### src/hw/rtl/slms_pkg.sv
// Package: shared widths, LED bits, register indexes and configuration types.
package slms_pkg;

  localparam int unsigned TimeBitsDflt = 48;
  localparam int unsigned CfgW         = 24;
  localparam int unsigned CycW         = 16;
  localparam int unsigned LedW         = 3;
  localparam int unsigned CfgIdxW      = 3;

  localparam logic [LedW-1:0] LedCtrl = 3'b001;
  localparam logic [LedW-1:0] LedPump = 3'b010;
  localparam logic [LedW-1:0] LedRain = 3'b100;
  localparam logic [LedW-1:0] LedAll  = 3'b111;
  localparam logic [LedW-1:0] LedNone = 3'b000;

  typedef enum logic [CfgIdxW-1:0] {
    CFG_ATT_ON   = 3'd0,
    CFG_ATT_OFF  = 3'd1,
    CFG_AP_ON    = 3'd2,
    CFG_AP_OFF   = 3'd3,
    CFG_PUMP_HLD = 3'd4
  } cfg_idx_e;

  typedef struct packed {
    logic [CfgW-1:0] attention_on_time;
    logic [CfgW-1:0] attention_off_time;
    logic [CfgW-1:0] ap_on_time;
    logic [CfgW-1:0] ap_off_time;
    logic [CfgW-1:0] pump_hold_time;
  } cfg_t;

  localparam cfg_t CfgReset = '{
    attention_on_time:  24'd100000,
    attention_off_time: 24'd100000,
    ap_on_time:         24'd500000,
    ap_off_time:        24'd500000,
    pump_hold_time:     24'd1000000
  };

endpackage

### src/hw/rtl/slms_if.sv
// Interfaces: tick item channel, LED result channel and configuration write channel.
interface slms_tick_if #(
  parameter int unsigned TIME_BITS = slms_pkg::TimeBitsDflt
);
  logic                        valid;
  logic                        ready;
  logic [TIME_BITS-1:0]        now_time;
  logic                        attention;
  logic                        ap_mode;
  logic [slms_pkg::CycW-1:0]   pump_cycles;
  logic                        pump_request;
  logic [slms_pkg::CfgW-1:0]   control_request;
  logic [slms_pkg::CfgW-1:0]   pump_hold_request;

  modport source (
    output valid, now_time, attention, ap_mode, pump_cycles, pump_request,
           control_request, pump_hold_request,
    input  ready
  );
  modport sink (
    input  valid, now_time, attention, ap_mode, pump_cycles, pump_request,
           control_request, pump_hold_request,
    output ready
  );
endinterface

interface slms_led_if;
  logic                      valid;
  logic                      ready;
  logic [slms_pkg::LedW-1:0] led_mask;
  logic [slms_pkg::LedW-1:0] led_value;

  modport source (output valid, led_mask, led_value, input ready);
  modport sink (input valid, led_mask, led_value, output ready);
endinterface

interface slms_cfg_if;
  logic                         valid;
  logic                         ready;
  logic [slms_pkg::CfgIdxW-1:0] index;
  logic [slms_pkg::CfgW-1:0]    data;

  modport source (output valid, index, data, input ready);
  modport sink (input valid, index, data, output ready);
endinterface

### src/hw/rtl/slms_cfg_regs.sv
// Configuration register file for the blink and hold times.
module slms_cfg_regs (
  input  logic           clk_i,
  input  logic           rst_ni,
  slms_cfg_if.sink       cfg_i,
  output slms_pkg::cfg_t cfg_o
);
  import slms_pkg::*;

  cfg_t cfg_q, cfg_d;

  assign cfg_i.ready = 1'b1;
  assign cfg_o       = cfg_q;

  always_comb begin
    cfg_d = cfg_q;
    if (cfg_i.valid) begin
      case (cfg_idx_e'(cfg_i.index))
        CFG_ATT_ON:   cfg_d.attention_on_time  = cfg_i.data;
        CFG_ATT_OFF:  cfg_d.attention_off_time = cfg_i.data;
        CFG_AP_ON:    cfg_d.ap_on_time         = cfg_i.data;
        CFG_AP_OFF:   cfg_d.ap_off_time        = cfg_i.data;
        CFG_PUMP_HLD: cfg_d.pump_hold_time     = cfg_i.data;
        default:      cfg_d = cfg_q;
      endcase
    end
  end

  always_ff @(posedge clk_i or negedge rst_ni) begin
    if (!rst_ni) begin
      cfg_q <= CfgReset;
    end else begin
      cfg_q <= cfg_d;
    end
  end

endmodule

### src/hw/rtl/slms_engine.sv
// Mode engine: LED state registers and the per-tick update logic.
module slms_engine #(
  parameter int unsigned TIME_BITS = slms_pkg::TimeBitsDflt
) (
  input  logic                      clk_i,
  input  logic                      rst_ni,
  input  logic                      step_i,
  input  slms_pkg::cfg_t            cfg_i,
  input  logic [TIME_BITS-1:0]      now_time_i,
  input  logic                      attention_i,
  input  logic                      ap_mode_i,
  input  logic [slms_pkg::CycW-1:0] pump_cycles_i,
  input  logic                      pump_request_i,
  input  logic [slms_pkg::CfgW-1:0] control_request_i,
  input  logic [slms_pkg::CfgW-1:0] pump_hold_request_i,
  output logic [slms_pkg::LedW-1:0] led_mask_o,
  output logic [slms_pkg::LedW-1:0] led_value_o
);
  import slms_pkg::*;

  localparam int unsigned PadW = TIME_BITS - CfgW;

  logic [TIME_BITS-1:0] blink_q, blink_d;
  logic                 att_ph_q, att_ph_d;
  logic                 ap_ph_q, ap_ph_d;
  logic                 ctrl_lit_q, ctrl_lit_d;
  logic [CfgW-1:0]      ctrl_dur_q, ctrl_dur_d;
  logic [TIME_BITS-1:0] ctrl_dl_q, ctrl_dl_d;
  logic                 pump_lit_q, pump_lit_d;
  logic                 pump_pend_q, pump_pend_d;
  logic [TIME_BITS-1:0] pump_dl_q, pump_dl_d;

  logic [CfgW-1:0]      blink_len;
  logic [TIME_BITS-1:0] blink_sum, hreq_sum, ctrl_sum, hold_sum;
  logic [CfgW-1:0]      dur_eff;
  logic [TIME_BITS-1:0] pdl_eff, cdl_eff;
  logic                 pend_eff;
  logic                 phase;
  logic [LedW-1:0]      mask, val;

  always_comb begin
    dur_eff  = (control_request_i != '0) ? control_request_i : ctrl_dur_q;
    pend_eff = pump_pend_q | pump_request_i;
    phase    = attention_i ? att_ph_q : ap_ph_q;
    case ({attention_i, phase})
      2'b11:   blink_len = cfg_i.attention_off_time;
      2'b10:   blink_len = cfg_i.attention_on_time;
      2'b01:   blink_len = cfg_i.ap_off_time;
      default: blink_len = cfg_i.ap_on_time;
    endcase
    blink_sum = now_time_i + {{PadW{1'b0}}, blink_len};
    hreq_sum  = now_time_i + {{PadW{1'b0}}, pump_hold_request_i};
    ctrl_sum  = now_time_i + {{PadW{1'b0}}, dur_eff};
    hold_sum  = now_time_i + {{PadW{1'b0}}, cfg_i.pump_hold_time};
    pdl_eff   = (pump_hold_request_i != '0) ? hreq_sum : pump_dl_q;
    cdl_eff   = (dur_eff != '0) ? ctrl_sum : ctrl_dl_q;
  end

  always_comb begin
    blink_d     = blink_q;
    att_ph_d    = att_ph_q;
    ap_ph_d     = ap_ph_q;
    ctrl_lit_d  = ctrl_lit_q;
    ctrl_dur_d  = dur_eff;
    ctrl_dl_d   = ctrl_dl_q;
    pump_lit_d  = pump_lit_q;
    pump_pend_d = pend_eff;
    pump_dl_d   = pdl_eff;
    mask        = LedNone;
    val         = LedNone;
    if (attention_i || ap_mode_i) begin
      if (now_time_i > blink_q) begin
        mask    = LedAll;
        blink_d = blink_sum;
        if (attention_i) begin
          val      = att_ph_q ? (LedCtrl | LedPump) : LedRain;
          att_ph_d = !att_ph_q;
        end else begin
          val     = ap_ph_q ? LedNone : LedAll;
          ap_ph_d = !ap_ph_q;
        end
      end
    end else begin
      ctrl_dur_d = '0;
      ctrl_dl_d  = cdl_eff;
      if (cdl_eff != '0) begin
        if (now_time_i > cdl_eff) begin
          if (ctrl_lit_q) begin
            mask       = mask | LedCtrl;
            ctrl_lit_d = 1'b0;
            ctrl_dl_d  = '0;
          end
        end else if (!ctrl_lit_q) begin
          mask       = mask | LedCtrl;
          val        = val | LedCtrl;
          ctrl_lit_d = 1'b1;
        end
      end else if (ctrl_lit_q) begin
        mask       = mask | LedCtrl;
        ctrl_lit_d = 1'b0;
      end

      if ((pump_cycles_i != '0) || pend_eff) begin
        if (!pump_lit_q) begin
          mask       = mask | LedPump;
          val        = val | LedPump;
          pump_lit_d = 1'b1;
        end
        pump_dl_d   = hold_sum;
        pump_pend_d = 1'b0;
      end else if ((pdl_eff != '0) && pump_lit_q && (now_time_i > pdl_eff)) begin
        mask       = mask | LedPump;
        pump_lit_d = 1'b0;
        pump_dl_d  = '0;
      end
    end
  end

  assign led_mask_o  = mask;
  assign led_value_o = val & mask;

  always_ff @(posedge clk_i or negedge rst_ni) begin
    if (!rst_ni) begin
      blink_q     <= '0;
      att_ph_q    <= 1'b0;
      ap_ph_q     <= 1'b0;
      ctrl_lit_q  <= 1'b0;
      ctrl_dur_q  <= '0;
      ctrl_dl_q   <= '0;
      pump_lit_q  <= 1'b0;
      pump_pend_q <= 1'b0;
      pump_dl_q   <= '0;
    end else if (step_i) begin
      blink_q     <= blink_d;
      att_ph_q    <= att_ph_d;
      ap_ph_q     <= ap_ph_d;
      ctrl_lit_q  <= ctrl_lit_d;
      ctrl_dur_q  <= ctrl_dur_d;
      ctrl_dl_q   <= ctrl_dl_d;
      pump_lit_q  <= pump_lit_d;
      pump_pend_q <= pump_pend_d;
      pump_dl_q   <= pump_dl_d;
    end
  end

endmodule

### src/hw/rtl/status_led_mode_sequencer_core.sv
// Top level: status LED mode sequencer with input and result registers.
//
//   port   | modport | moves
//   -------+---------+------------------------------------------------
//   in_i   | sink    | tick item: time, mode flags, pump and requests
//   out_o  | source  | LED update item: led_mask, led_value
//   cfg_i  | sink    | register write: index, data (always ready)
//
// One tick item per cycle sustained while the result is not stalled.
// The input register feeds the mode engine, whose state updates as the item
// moves into the result register; ticks that change no LED leave no item.
// A stalled result holds the input register; ready drops only while both are full.
// Reset clears all mode state and loads the default blink and hold times.
module status_led_mode_sequencer_core #(
  parameter int unsigned TIME_BITS = slms_pkg::TimeBitsDflt
) (
  input  logic        clk_i,
  input  logic        rst_ni,
  slms_tick_if.sink   in_i,
  slms_led_if.source  out_o,
  slms_cfg_if.sink    cfg_i
);
  import slms_pkg::*;

  cfg_t cfg;

  logic                 in_vld_q, in_vld_d;
  logic [TIME_BITS-1:0] now_q;
  logic                 att_q, ap_q, preq_q;
  logic [CycW-1:0]      cyc_q;
  logic [CfgW-1:0]      creq_q, hreq_q;

  logic                 out_vld_q, out_vld_d;
  logic [LedW-1:0]      mask_q, value_q;
  logic [LedW-1:0]      mask, value;

  logic                 step, take;

  assign step        = in_vld_q && (!out_vld_q || out_o.ready);
  assign in_i.ready  = !in_vld_q || step;
  assign take        = in_i.valid && in_i.ready;
  assign in_vld_d    = take || (in_vld_q && !step);
  assign out_vld_d   = step ? (mask != LedNone) : (out_vld_q && !out_o.ready);

  assign out_o.valid     = out_vld_q;
  assign out_o.led_mask  = mask_q;
  assign out_o.led_value = value_q;

  slms_cfg_regs u_cfg (
    .clk_i  (clk_i),
    .rst_ni (rst_ni),
    .cfg_i  (cfg_i),
    .cfg_o  (cfg)
  );

  slms_engine #(
    .TIME_BITS (TIME_BITS)
  ) u_engine (
    .clk_i               (clk_i),
    .rst_ni              (rst_ni),
    .step_i              (step),
    .cfg_i               (cfg),
    .now_time_i          (now_q),
    .attention_i         (att_q),
    .ap_mode_i           (ap_q),
    .pump_cycles_i       (cyc_q),
    .pump_request_i      (preq_q),
    .control_request_i   (creq_q),
    .pump_hold_request_i (hreq_q),
    .led_mask_o          (mask),
    .led_value_o         (value)
  );

  always_ff @(posedge clk_i or negedge rst_ni) begin
    if (!rst_ni) begin
      in_vld_q  <= 1'b0;
      out_vld_q <= 1'b0;
    end else begin
      in_vld_q  <= in_vld_d;
      out_vld_q <= out_vld_d;
    end
  end

  always_ff @(posedge clk_i) begin
    if (take) begin
      now_q  <= in_i.now_time;
      att_q  <= in_i.attention;
      ap_q   <= in_i.ap_mode;
      cyc_q  <= in_i.pump_cycles;
      preq_q <= in_i.pump_request;
      creq_q <= in_i.control_request;
      hreq_q <= in_i.pump_hold_request;
    end
    if (step) begin
      mask_q  <= mask;
      value_q <= value;
    end
  end

endmodule

### src/flat_wrapper.sv
// flat-port wrapper written by rule: the top's interface ports become plain ports
module status_led_mode_sequencer_core_flat import slms_pkg::*;
#(
  parameter int unsigned TIME_BITS = slms_pkg::TimeBitsDflt
)
  (clk_i, rst_ni, in_i_valid, in_i_now_time, in_i_attention, in_i_ap_mode, in_i_pump_cycles, in_i_pump_request, in_i_control_request, in_i_pump_hold_request, in_i_ready, out_o_valid, out_o_led_mask, out_o_led_value, out_o_ready, cfg_i_valid, cfg_i_index, cfg_i_data, cfg_i_ready);
  slms_tick_if #(.TIME_BITS(TIME_BITS)) in_i_i ();
  slms_led_if out_o_i ();
  slms_cfg_if cfg_i_i ();
  input  logic clk_i;
  input  logic rst_ni;
  input wire logic [$bits(in_i_i.valid)-1:0] in_i_valid;
  input wire logic [$bits(in_i_i.now_time)-1:0] in_i_now_time;
  input wire logic [$bits(in_i_i.attention)-1:0] in_i_attention;
  input wire logic [$bits(in_i_i.ap_mode)-1:0] in_i_ap_mode;
  input wire logic [$bits(in_i_i.pump_cycles)-1:0] in_i_pump_cycles;
  input wire logic [$bits(in_i_i.pump_request)-1:0] in_i_pump_request;
  input wire logic [$bits(in_i_i.control_request)-1:0] in_i_control_request;
  input wire logic [$bits(in_i_i.pump_hold_request)-1:0] in_i_pump_hold_request;
  output wire logic [$bits(in_i_i.ready)-1:0] in_i_ready;
  output wire logic [$bits(out_o_i.valid)-1:0] out_o_valid;
  output wire logic [$bits(out_o_i.led_mask)-1:0] out_o_led_mask;
  output wire logic [$bits(out_o_i.led_value)-1:0] out_o_led_value;
  input wire logic [$bits(out_o_i.ready)-1:0] out_o_ready;
  input wire logic [$bits(cfg_i_i.valid)-1:0] cfg_i_valid;
  input wire logic [$bits(cfg_i_i.index)-1:0] cfg_i_index;
  input wire logic [$bits(cfg_i_i.data)-1:0] cfg_i_data;
  output wire logic [$bits(cfg_i_i.ready)-1:0] cfg_i_ready;
  assign in_i_i.valid = in_i_valid;
  assign in_i_i.now_time = in_i_now_time;
  assign in_i_i.attention = in_i_attention;
  assign in_i_i.ap_mode = in_i_ap_mode;
  assign in_i_i.pump_cycles = in_i_pump_cycles;
  assign in_i_i.pump_request = in_i_pump_request;
  assign in_i_i.control_request = in_i_control_request;
  assign in_i_i.pump_hold_request = in_i_pump_hold_request;
  assign in_i_ready = in_i_i.ready;
  assign out_o_valid = out_o_i.valid;
  assign out_o_led_mask = out_o_i.led_mask;
  assign out_o_led_value = out_o_i.led_value;
  assign out_o_i.ready = out_o_ready;
  assign cfg_i_i.valid = cfg_i_valid;
  assign cfg_i_i.index = cfg_i_index;
  assign cfg_i_i.data = cfg_i_data;
  assign cfg_i_ready = cfg_i_i.ready;
  status_led_mode_sequencer_core #(.TIME_BITS(TIME_BITS)) u_core (.clk_i(clk_i), .rst_ni(rst_ni), .in_i(in_i_i), .out_o(out_o_i), .cfg_i(cfg_i_i));
endmodule
### config.mk
export PLATFORM = sky130hd
export DESIGN_NAME = status_led_mode_sequencer_core_flat
export DESIGN_NICKNAME = d
export VERILOG_FILES = /design/src/hw/rtl/slms_pkg.sv /design/src/hw/rtl/slms_if.sv /design/src/hw/rtl/slms_cfg_regs.sv /design/src/hw/rtl/slms_engine.sv /design/src/hw/rtl/status_led_mode_sequencer_core.sv /design/src/flat_wrapper.sv
export SDC_FILE = /design/constraint.sdc
export NUM_CORES = 1
export LEC_CHECK = 0
export BUFFER_PORTS_ARGS = -buffer_cell sky130_fd_sc_hd__buf_2
export CORE_MARGIN = 2
export CORE_UTILIZATION = 45
export DETAILED_ROUTE_END_ITERATION = 6
export GPL_TIMING_DRIVEN = 0
export MAX_ROUTING_LAYER = met4
export PLACE_DENSITY = 0.6
export SYNTH_ARGS = -nofsm -noshare
export SYNTH_HDL_FRONTEND = slang
export SYNTH_SLANG_ARGS = --single-unit
### constraint.sdc
create_clock -name clk_i -period 7.8 [get_ports clk_i]
set_clock_uncertainty 0.05 [all_clocks]
set_input_delay 0.39 -clock clk_i [delete_from_list [all_inputs] [get_ports clk_i]]
set_output_delay 0.39 -clock clk_i [all_outputs]
set_load 0.05 [all_outputs]
* Word level (Yosys, flattened, before mapping)
Index checks and enable logic that the tools add are counted.
Storage, ports and cells: register bits after elaboration 416, output and inout bits 9, word-level logic and storage cells 116
Operators by class: add/subtract/negate cells 4, $lt $le $gt $ge 3, eq/ne operators 7, muxes and demuxes 37, bitwise logic cells 4, reductions and logical operators 36
Operators by type and width (count):
- 2-to-1 mux 48 bit | 8
- adder 48 x 24 -> 48 bit | 4
- greater-than comparator 48 bit | 3
- nonzero test 48 bit | 2
- case mux 24 bit (3 select lines) | 1
- nonzero test 24 bit | 3
- 2-to-1 mux 24 bit | 2
- 2-to-1 mux 3 bit | 9
- nonzero test 16 bit | 1
- 2-to-1 mux 1 bit | 12
- AND reduction 2 bit | 6
- 2-to-1 mux 2 bit | 5
- AND reduction 4 bit | 2
- equality test 3 x 2 -> 1 bit (second input constant) | 2
- logical AND 1 bit | 6
- logical NOT 1 bit | 6
- AND reduction 3 bit | 2
- logical OR 1 bit | 5
- equality test 2 bit (second input constant) | 2
- AND 3 bit | 1
- equality test 3 x 1 -> 1 bit (second input constant) | 1
- equality test 3 bit (second input constant) | 1
- logical NOT 3 bit | 1
- nonzero test 3 bit | 1
- 4 further kinds | 5

* Logic depth before layout (Yosys ltp)
Gate-level depths: netlist (run 1).
depth in word-level cells 12, depth in mapped cells 33, depth with buffers taken out 32

* Modules after synthesis
Synthesis (run 1) repeated with hierarchy kept, for this count alone.
Second synthesis, totals: cells, all modules 2906, area total of the unflattened synthesis 28254.6 µm²
Modules (own cells, without submodules):
- slms_engine | instances 1, cells an instance 2516, area an instance 19902.8 µm², seq. area each 4329.2 µm²
- slms_cfg_regs | instances 1, cells an instance 260, area an instance 4608.2 µm², seq. area each 3044.2 µm²
- status_led_mode_sequencer_core | instances 1, cells an instance 130, area an instance 3743.6 µm², seq. area each 3683.5 µm²

* Worst setup path after synthesis (run 1)
OpenSTA, ideal clock, no wires.
kind register to register, start point reg u_core.creq_q[12], end point reg u_core.mask_q[0] (netlist: u_core.out_o.led_mask[0]), data pin, arrival time 5715 ps, slack 1906 ps, cell stages (with the launch flop) 30, buffers on the path 2, clock period less this slack 5894 ps, cells stage by stage edfxtp_1 nor4_1 nand4_1 nor2_1 clkbuf_1 a21o_1 ha_1 and4_1 and3_1 o211ai_1 a2111o_1 and2_1 buf_2 or3_1 a31o_2 ha_1 a21o_1 a21o_1 a21o_1 a21oi_1 nor2b_1 o21ai_0 nand2b_1 a21oi_1 o211a_1 o211ai_1 o21ai_0 ha_1 a211oi_2 or2_1
On the way: word-level cells in the longest chain between the ends 10, elaborated cells on any way between the ends 13, those cells by class add/sub: 1; order compare: 1; mux: 8; reduce/logical: 3
RTL lines:
- start: declaration | line status_led_mode_sequencer_core.sv:31 | logic [CfgW-1:0] creq_q, hreq_q;
- start signal: assignment | line status_led_mode_sequencer_core.sv:91 | creq_q <= in_i.control_request;
- nonzero test 24 bit | line slms_engine.sv:42 | dur_eff = (control_request_i != '0) ? control_request_i : ctrl_dur_q;
- 2-to-1 mux 24 bit (*) | line slms_engine.sv:42
- adder 48 x 24 -> 48 bit or nonzero test 24 bit (tied branches) | line slms_engine.sv:53, slms_engine.sv:56
- 2-to-1 mux 48 bit (*) | line slms_engine.sv:56 | cdl_eff = (dur_eff != '0) ? ctrl_sum : ctrl_dl_q;
- greater-than comparator 48 bit | line slms_engine.sv:87 | if (now_time_i > cdl_eff) begin
- 2-to-1 mux 3 bit | line slms_engine.sv:87
- 2-to-1 mux 3 bit (*) | line slms_engine.sv:86 | if (cdl_eff != '0) begin
- 2-to-1 mux 2 bit (on tied branches) | line slms_engine.sv:111, slms_engine.sv:104
- 2-to-1 mux 2 bit (*) | line slms_engine.sv:103 | if ((pump_cycles_i != '0) || pend_eff) begin
- 2-to-1 mux 3 bit (*) | line slms_engine.sv:71 | if (attention_i || ap_mode_i) begin
- via u_core.mask[0] | line status_led_mode_sequencer_core.sv:35 | logic [LedW-1:0] mask, value;
- end signal: assignment | line status_led_mode_sequencer_core.sv:95 | mask_q <= mask;
- end: declaration | line status_led_mode_sequencer_core.sv:34 | logic [LedW-1:0] mask_q, value_q;
The timed path passes the listed nets; every way through them passes the cells marked *. A chain may end at the register's enable or synchronous reset.

* Worst setup path after layout (run 1)
start point reg u_core.now_q[8], end point reg u_core.u_engine.pump_dl_q[40]
On the way: word-level cells in the longest chain between the ends 8, elaborated cells on any way between the ends 10, those cells by class add/sub: 2; order compare: 1; mux: 4; reduce/logical: 3
RTL lines:
- start: declaration | line status_led_mode_sequencer_core.sv:28 | logic [TIME_BITS-1:0] now_q;
- start signal: assignment | line status_led_mode_sequencer_core.sv:86 | now_q <= in_i.now_time;
- parallel branches: the longest is 7 deep, another holds adder 48 x 24 -> 48 bit
- 2-to-1 mux 48 bit (*) | line slms_engine.sv:71
- end signal: assignment | line slms_engine.sv:142 | pump_dl_q <= pump_dl_d;
- end: declaration | line slms_engine.sv:31 | logic [TIME_BITS-1:0] pump_dl_q, pump_dl_d;
Mark *: on every way between the ends.

==> flow_summary.yaml, run 1 <==
synth:
  syn_avg_cell_area_um2: 9.64
  ys.flop_type: "dfrtp_1"
  yosys.area.top_type_share_pct: 23.2
  ys_warn_count: 0
  yosysTopAreaCell: "dfrtp_1"
  ys_top_cells_by_area: "dfrtp_1 (23%), edfxtp_1 (13%), ha_1 (11%), mux2_2 (4.9%), a21oi_1 (3.6%)"
  synth_cells: 2934
  async_reset_ff_share_pct: 70.9
  syn-num-nets: 3324
  synth-seq-cells: 416
  synth_seq_area_share_pct: 39.1
  ys_types: 98
  synth_edf_count: 121
  netlist_area_um2: 28300
setup_path:
  cp-startpoint: "u_core.now_q[8]"
  critPathKind: "reg2reg"
  r2r_start: "u_core.now_q[8]"
  cp_slowest_cell: "edfxtp_1"
  required_ns: 8.23
  endpoint_kind: "flip-flop"
  critPathLaunchType: "flip-flop"
  worstPathMaxFanout: 10
  timing.rr.end: "u_core.u_engine.pump_dl_q[40]"
  reg2reg_slack_ns: 0.33
  ff2ff_path_depth: 26
  crit_path_max_incr_delay_ns: 0.70
  arrival_ns: 7.90
floorplan:
  rows: 91
  die_width_um: 255
  io_pins: 156
  dieArea_um2: 64900
  core_um2: 61900
  start_util_pct: 45.7
  die-height_um: 255
power_and_ir_drop:
  p_per_area_nw_per_um2: 297
  internal_power_mw: 6.04
  p_sw_mw: 3.93
  power.leakage_nw: 14.4
  p_seq_share_pct: 34.6
  power_frac_comb_pct: 39.8
  p_sw_share_pct: 39.4
  p_clk_share_pct: 25.6
  ir_drop_mv: 0.248
sta:
  period_needed_ns: 7.47
  hold_violations: 0
  period_share_pct: 95.8
  hold_slack_ns: 0.0336
  worstMarginPinSlew_ns: 1.11
  setup_viol: 0
  max_freq_mhz: 134
  slew_headroom_pct: 25.3
  final.setup.tns_ns: 0
  drv_slew: 0
  worst_slack_ns: 0.330
clocking:
  cts_tree: "built"
  cts_num_sinks: 416
  clk_pin_slew_ns: 0.06
  root_buffer: "clkbuf_16"
  numCtsBuffers: 51
  cts_max_level: 2
  insertion_delay_ns: 0.63
  cts_buffer_depth: 3
route:
  vias: 25221
  routed_via_density: 6.05
  ant_nets: 0
  dr.pass1.iters: 6
  wirelength_um: 105000
  drc: 0
  drt_iter0_drc: 1975
  wl_per_cell_um: 25.1
cells_and_area:
  final_core_util_pct: 54.2
  fillers: 5616
  layout_common_cells: "dfrtp_1 (262), ha_1 (239), nand2_1 (231), nor2_1 (203), a21oi_1 (202)"
  final_cells: 4169
  final_common_cell: "dfrtp_1"
  drive_above_1_share_pct: 15.8
  area_growth_pct: 18.6
  fin_nets: 3677
worst_hold_path:
  hold_class: "in2reg"
  min_to: "u_core.u_cfg.cfg_o[5]"
  holdPathStages: 2
  hp-start: "cfg_i_data[5]"
outcome:
  status: "completed"
place:
  post-place-ws_ns: -0.468
  place_congestion: 1.02
  port_buffers: 154
  hpwl_um: 79100
  dp.cells: 3929
global_routing:
  grt_pass1_wl_um: 157000
  grt.total_usage_pct: 33.2
  antenna_found_initial: 1
  grt_pass1_vias: 24818
  grt_max_degree: 94
  grt-ovfl-total: 0
flow_run:
  cap_violations: 0
==> what timing repair did <==
item / 4_1_cts / 5_1_grt
buffers inserted: 7 / 14
gates resized for setup: 4 / 23
hold endpoints to repair: 181 / 0
hold buffers: 122 / 0
setup endpoints to repair: 83 / 87
pin swaps: 0 / 3
==> cell families after synthesis <==
| kind of cell | synth area share, % |
|---|---|
| multiplexers | 7.03 |
| buffers and inverters | 3.40 |
| XOR/XNOR | 4.43 |
| flip-flops | 39.1 |
| AO/OA/AOI/OAI | 19.7 |
| AND/OR/NAND/NOR | 15.4 |
| other | 0.0133 |
| adder cells (fa/ha/maj) | 10.9 |
==> worst max-delay path by stage <==
| stage | end | depth (start not counted) |
|---|---|---|
| finish | u_core.u_engine.pump_dl_q[40] | 26 |
| global route | u_core.out_o.led_mask[0] | 31 |
| CTS | u_core.out_o.led_mask[0] | 30 |
| detailed placement | u_core.out_o.valid | 30 |
| global placement | u_core.out_o.valid | 30 |
| floorplan | u_core.out_o.led_mask[0] | 29 |
==> area by class of cell <==
class	instances	area, µm²	area share (%)
multi-input cells	2280	16400	48.8
plain buffers	153	652	1.94
well taps	837	1050	3.12
clock inverters	32	422	1.26
clock buffers	64	1370	4.07
inverters	84	315	0.940
diodes	2	5.00	0.0149
flip-flops and latches	416	11100	33.0
repair buffers	301	2320	6.92
==> worst max-delay path: cells and delay by family, from the launching register on <==
family	cells	cell delay, ns
adder cells (fa/ha/maj)	2	0.77
AND/OR/NAND/NOR	10	2.62
buffers and inverters	4	0.93
flip-flops	1	0.70
AO/OA/AOI/OAI	10	2.23
==> registers in the layout, indices dropped and copies added (netlist names) <==
register,flops
u_core.ap_q,1
u_core.att_q,1
u_core.creq_q,24
u_core.cyc_q,16
u_core.hreq_q,24
u_core.in_vld_q,1
u_core.now_q,48
u_core.out_o.led_mask,3
u_core.out_o.led_value,3
u_core.out_o.valid,1
u_core.preq_q,1
u_core.u_cfg.cfg_o,120
u_core.u_engine.ap_ph_q,1
u_core.u_engine.att_ph_q,1
u_core.u_engine.blink_q,48
u_core.u_engine.ctrl_dl_q,48
u_core.u_engine.ctrl_dur_q,24
u_core.u_engine.ctrl_lit_q,1
u_core.u_engine.pump_dl_q,48
u_core.u_engine.pump_lit_q,1
u_core.u_engine.pump_pend_q,1
==> metrics by stage <==
step	total power [mW]	instance area, µm²
2_1_floorplan	6.00	28300
3_3_place_gp	7.15	30100
3_5_place_dp	7.27	30200
4_1_cts	9.91	33300
5_1_grt	10.6	33500
6_report	9.97	33500
==> power groups by stage <==
stage               Sequential (mW)  Combinational [mW]  Clock, mW
CTS                            3.44                3.87       2.60
global placement               3.48                3.67          0
floorplan                      3.30                2.70          0
finish                         3.45                3.97       2.55
detailed placement             3.49                3.78          0
global route                   3.52                4.37       2.68
==> synth_stat cells, drive strengths merged, types with 12 or more instances <==
master,number
dfrtp,262
ha,239
nand2,234
nor2,206
a21oi,205
o21ai,193
mux2,124
edfxtp,121
clkbuf,107
a21o,100
inv,83
xnor2,83
a211oi,70
nor3,67
xor2,60
mux2i,59
nand4,58
nand3,57
nor2b,56
buf,47
o21a,39
nor4,37
dfstp,33
a22oi,30
nand2b,29
or3,28
and3,26
a22o,25
o211ai,21
a31oi,19
o31ai,17
and2,16
a2111oi,14
and4,12
or4,12
==> metal layers <==
| layer | up-vias | track usage [%] | share of wire, % |
|---|---|---|---|
| li1 | 11654 | - | - |
| met1 | 12370 | 42.2 | 42 |
| met2 | 983 | 54.1 | 48 |
| met3 | 214 | 4.51 | 6.3 |
| met4 | 0 | 12.5 | 4.0 |
| met5 | - | - | 0 |
(Power assumes the default switching activity.)
==> run 2: changes to the inputs <==
--- a/config.mk
+++ b/config.mk
@@ -5,10 +5,10 @@
 export SDC_FILE = /design/constraint.sdc
 export NUM_CORES = 1
 export LEC_CHECK = 0
-export BUFFER_PORTS_ARGS = -buffer_cell sky130_fd_sc_hd__buf_2
 export CORE_MARGIN = 2
 export CORE_UTILIZATION = 45
 export DETAILED_ROUTE_END_ITERATION = 6
+export DONT_BUFFER_PORTS = 1
 export GPL_TIMING_DRIVEN = 0
 export MAX_ROUTING_LAYER = met4
 export PLACE_DENSITY = 0.6
==> constraint.sdc (replaced) <==
create_clock -name clk_i -period 6.5 [get_ports clk_i]
set_clock_uncertainty 0.05 [all_clocks]
set_input_delay 0.325 -clock clk_i [delete_from_list [all_inputs] [get_ports clk_i]]
set_output_delay 0.325 -clock clk_i [all_outputs]
set_load 0.05 [all_outputs]
==> run 2 against run 1 <==
  * The run now ends with hold timing, setup timing left
  * Register-to-register slack lost 0.38 ns
  * First-iteration DRC count shrank 1.4%
  * Critical path depth grew 3
  * Sequential cell count is the same
  * Via count shrank 0.20%
  * Die area is the same
  * Design area grew 2.0%
  * Sequential power grew 21%
  * Worst setup slack lost 0.38 ns
  * Maximum frequency grew 14%
  * Critical path type unchanged
==> flow_summary.yaml, run 2 (synthesis gave the netlist of run 1 again) <==
outcome:
  status: "complete, but fails checks"
  violations: "hold timing, setup timing"
cells_and_area:
  fillers: 5571
  area_growth_pct: 21.0
  final_core_util_pct: 55.2
  largest_reg_flops: 120
  drive_above_1_share_pct: 16.1
  final_area_um2: 34200
  regArea_um2: 11100
  multi_input_area_um2: 17000
  fin_nets: 3604
  layout_common_cells: "dfrtp_1 (262), nand2_1 (231), ha_1 (224), nor2_1 (197), a21oi_1 (190)"
  final_common_cell: "dfrtp_1"
route:
  dr.pass1.iters: 6
  wl_met2_um: 51200
  routed_via_density: 6.14
  ant_nets: 0
  wl_met3_um: 7070
  wirelength_um: 109000
  vias: 25170
  top_layer_used: "met4"
  drc: 0
  wl_per_cell_um: 26.6
  drt_iter0_drc: 1948
  routedLengthMet1_um: 44500
clocking:
  cts_hold_buffers: 144
  cts_buffer_depth: 3
  numCtsBuffers: 50
  cts_max_level: 2
  cts_tree: "built"
  root_buffer: "clkbuf_16"
  insertion_delay_ns: 0.64
  clk_pin_slew_ns: 0.06
  cts_num_sinks: 416
sta:
  period_needed_ns: 6.55
  worst_slack_ns: -0.0461
  period_share_pct: 101
  final.setup.tns_ns: -0.0461
  setup_viol: 1
  max_freq_mhz: 153
  rsz0062_at_grt: "true"
  hold_violations: 262
  slew_headroom_pct: 9.09
  worstMarginPinSlew_ns: 1.35
  hold_slack_ns: -0.632
  drv_slew: 0
setup_path:
  arrival_ns: 6.91
  worstPathMaxFanout: 7
  endpoint_kind: "flip-flop"
  critPathKind: "reg2reg"
  crit_path_max_incr_delay_ns: 0.44
  crit_buf_inv: 2
  ff2ff_path_depth: 29
  required_ns: 6.87
  crit_family: "compound AO/OA/AOI/OAI gates"
  cp_slowest_cell: "edfxtp_1"
  critPathLaunchType: "flip-flop"
  reg2reg_slack_ns: -0.05
  r2r_start: "u_core.creq_q[21]"
  timing.rr.end: "u_core.out_o.led_value[0]"
worst_hold_path:
  hold_class: "in2async"
global_routing:
  grt-ovfl-total: 0
  grt_pass1_wl_um: 159000
  grt_max_degree: 296
  grt_pass1_vias: 24892
  grt.total_usage_pct: 34.3
  antenna_found_initial: 1
flow_run:
  cap_violations: 0
floorplan:
  die_width_um: 255
  start_util_pct: 45.7
  die-height_um: 255
  io_pins: 156
  dieArea_um2: 64900
  core_um2: 61900
  rows: 91
place:
  place_congestion: 0.975
  dpl_cell_area_um2: 29400
  hpwl_um: 79100
  port_buffers: 0
power_and_ir_drop:
  power.leakage_nw: 14.4
  ir_drop_mv: 0.271
  p_per_area_nw_per_um2: 358
## run 2: cell types whose count changed in the layout (fill, tap and decap cells not counted), sizes merged
cell         delta
bufinv          +1
clkinv          -4
diode           +2
clkbuf          -3
clkinvlp        +3
inv             -4
dlygate4sd3    +22
buf            -89
## run 2: how the worst max path moves through the flow
stage / startpoint / end / slack [ns] / cells after the start
floorplan: u_core.creq_q[12] / u_core.out_o.led_mask[0] / 0.61 / 29
global placement: u_core.creq_q[19] / u_core.out_o.led_value[0] / -1.76 / 30
detailed placement: u_core.creq_q[19] / u_core.out_o.led_value[0] / -1.77 / 30
CTS: u_core.creq_q[22] / u_core.out_o.led_value[0] / 0.006 / 32
global route: u_core.creq_q[19] / u_core.out_o.led_value[0] / -0.32 / 30
finish: u_core.creq_q[21] / u_core.out_o.led_value[0] / -0.05 / 29
## run 2: cell type report
cell class,count,area share [%]
Clock inverter,28,1.23
Sequential cell,416,32.3
Timing Repair Buffer,238,6.66
Multi-Input combinational cell,2280,49.7
Clock buffer,66,4.11
Antenna cell,4,0.0293
Buffer,144,2.01
Tap cell,837,3.06
Inverter,84,0.922
## run 2: repair_timing
item                                    4_1_cts  5_1_grt
endpoints found under the hold margin       532      295
gates cloned                                  2        0
setup buffers                                52       39
pin swaps                                    33       57
gates resized for setup                     105       88
endpoints found under the setup margin      102      110
## run 2: per-layer routing
metal	vias to the layer above	GRT usage (%)
li1	11499	-
met1	12448	41.9
met2	943	55.7
met3	280	5.24
met4	0	16.5
met5	-	-
## run 2: through the flow
stage	hold slack [ns]	setup slack (ns)	power, mW	cells
after floorplan	-0.0206	0.606	7.20	2934
after global placement	-0.0135	-1.76	8.52	3771
after detailed placement	-0.0117	-1.77	8.64	3772
after CTS	-0.668	0.00587	12.0	4060
after global routing	-0.652	-0.322	12.9	4094
final	-0.632	-0.0461	12.2	4097
## run 2: power by group
part           switching [mW]  leakage [nW]  internal, mW  total, mW
clock                    1.26         0.876          1.89       3.15
sequential              0.661          4.70          3.51       4.17
combinational            2.88          8.79          2.02       4.91
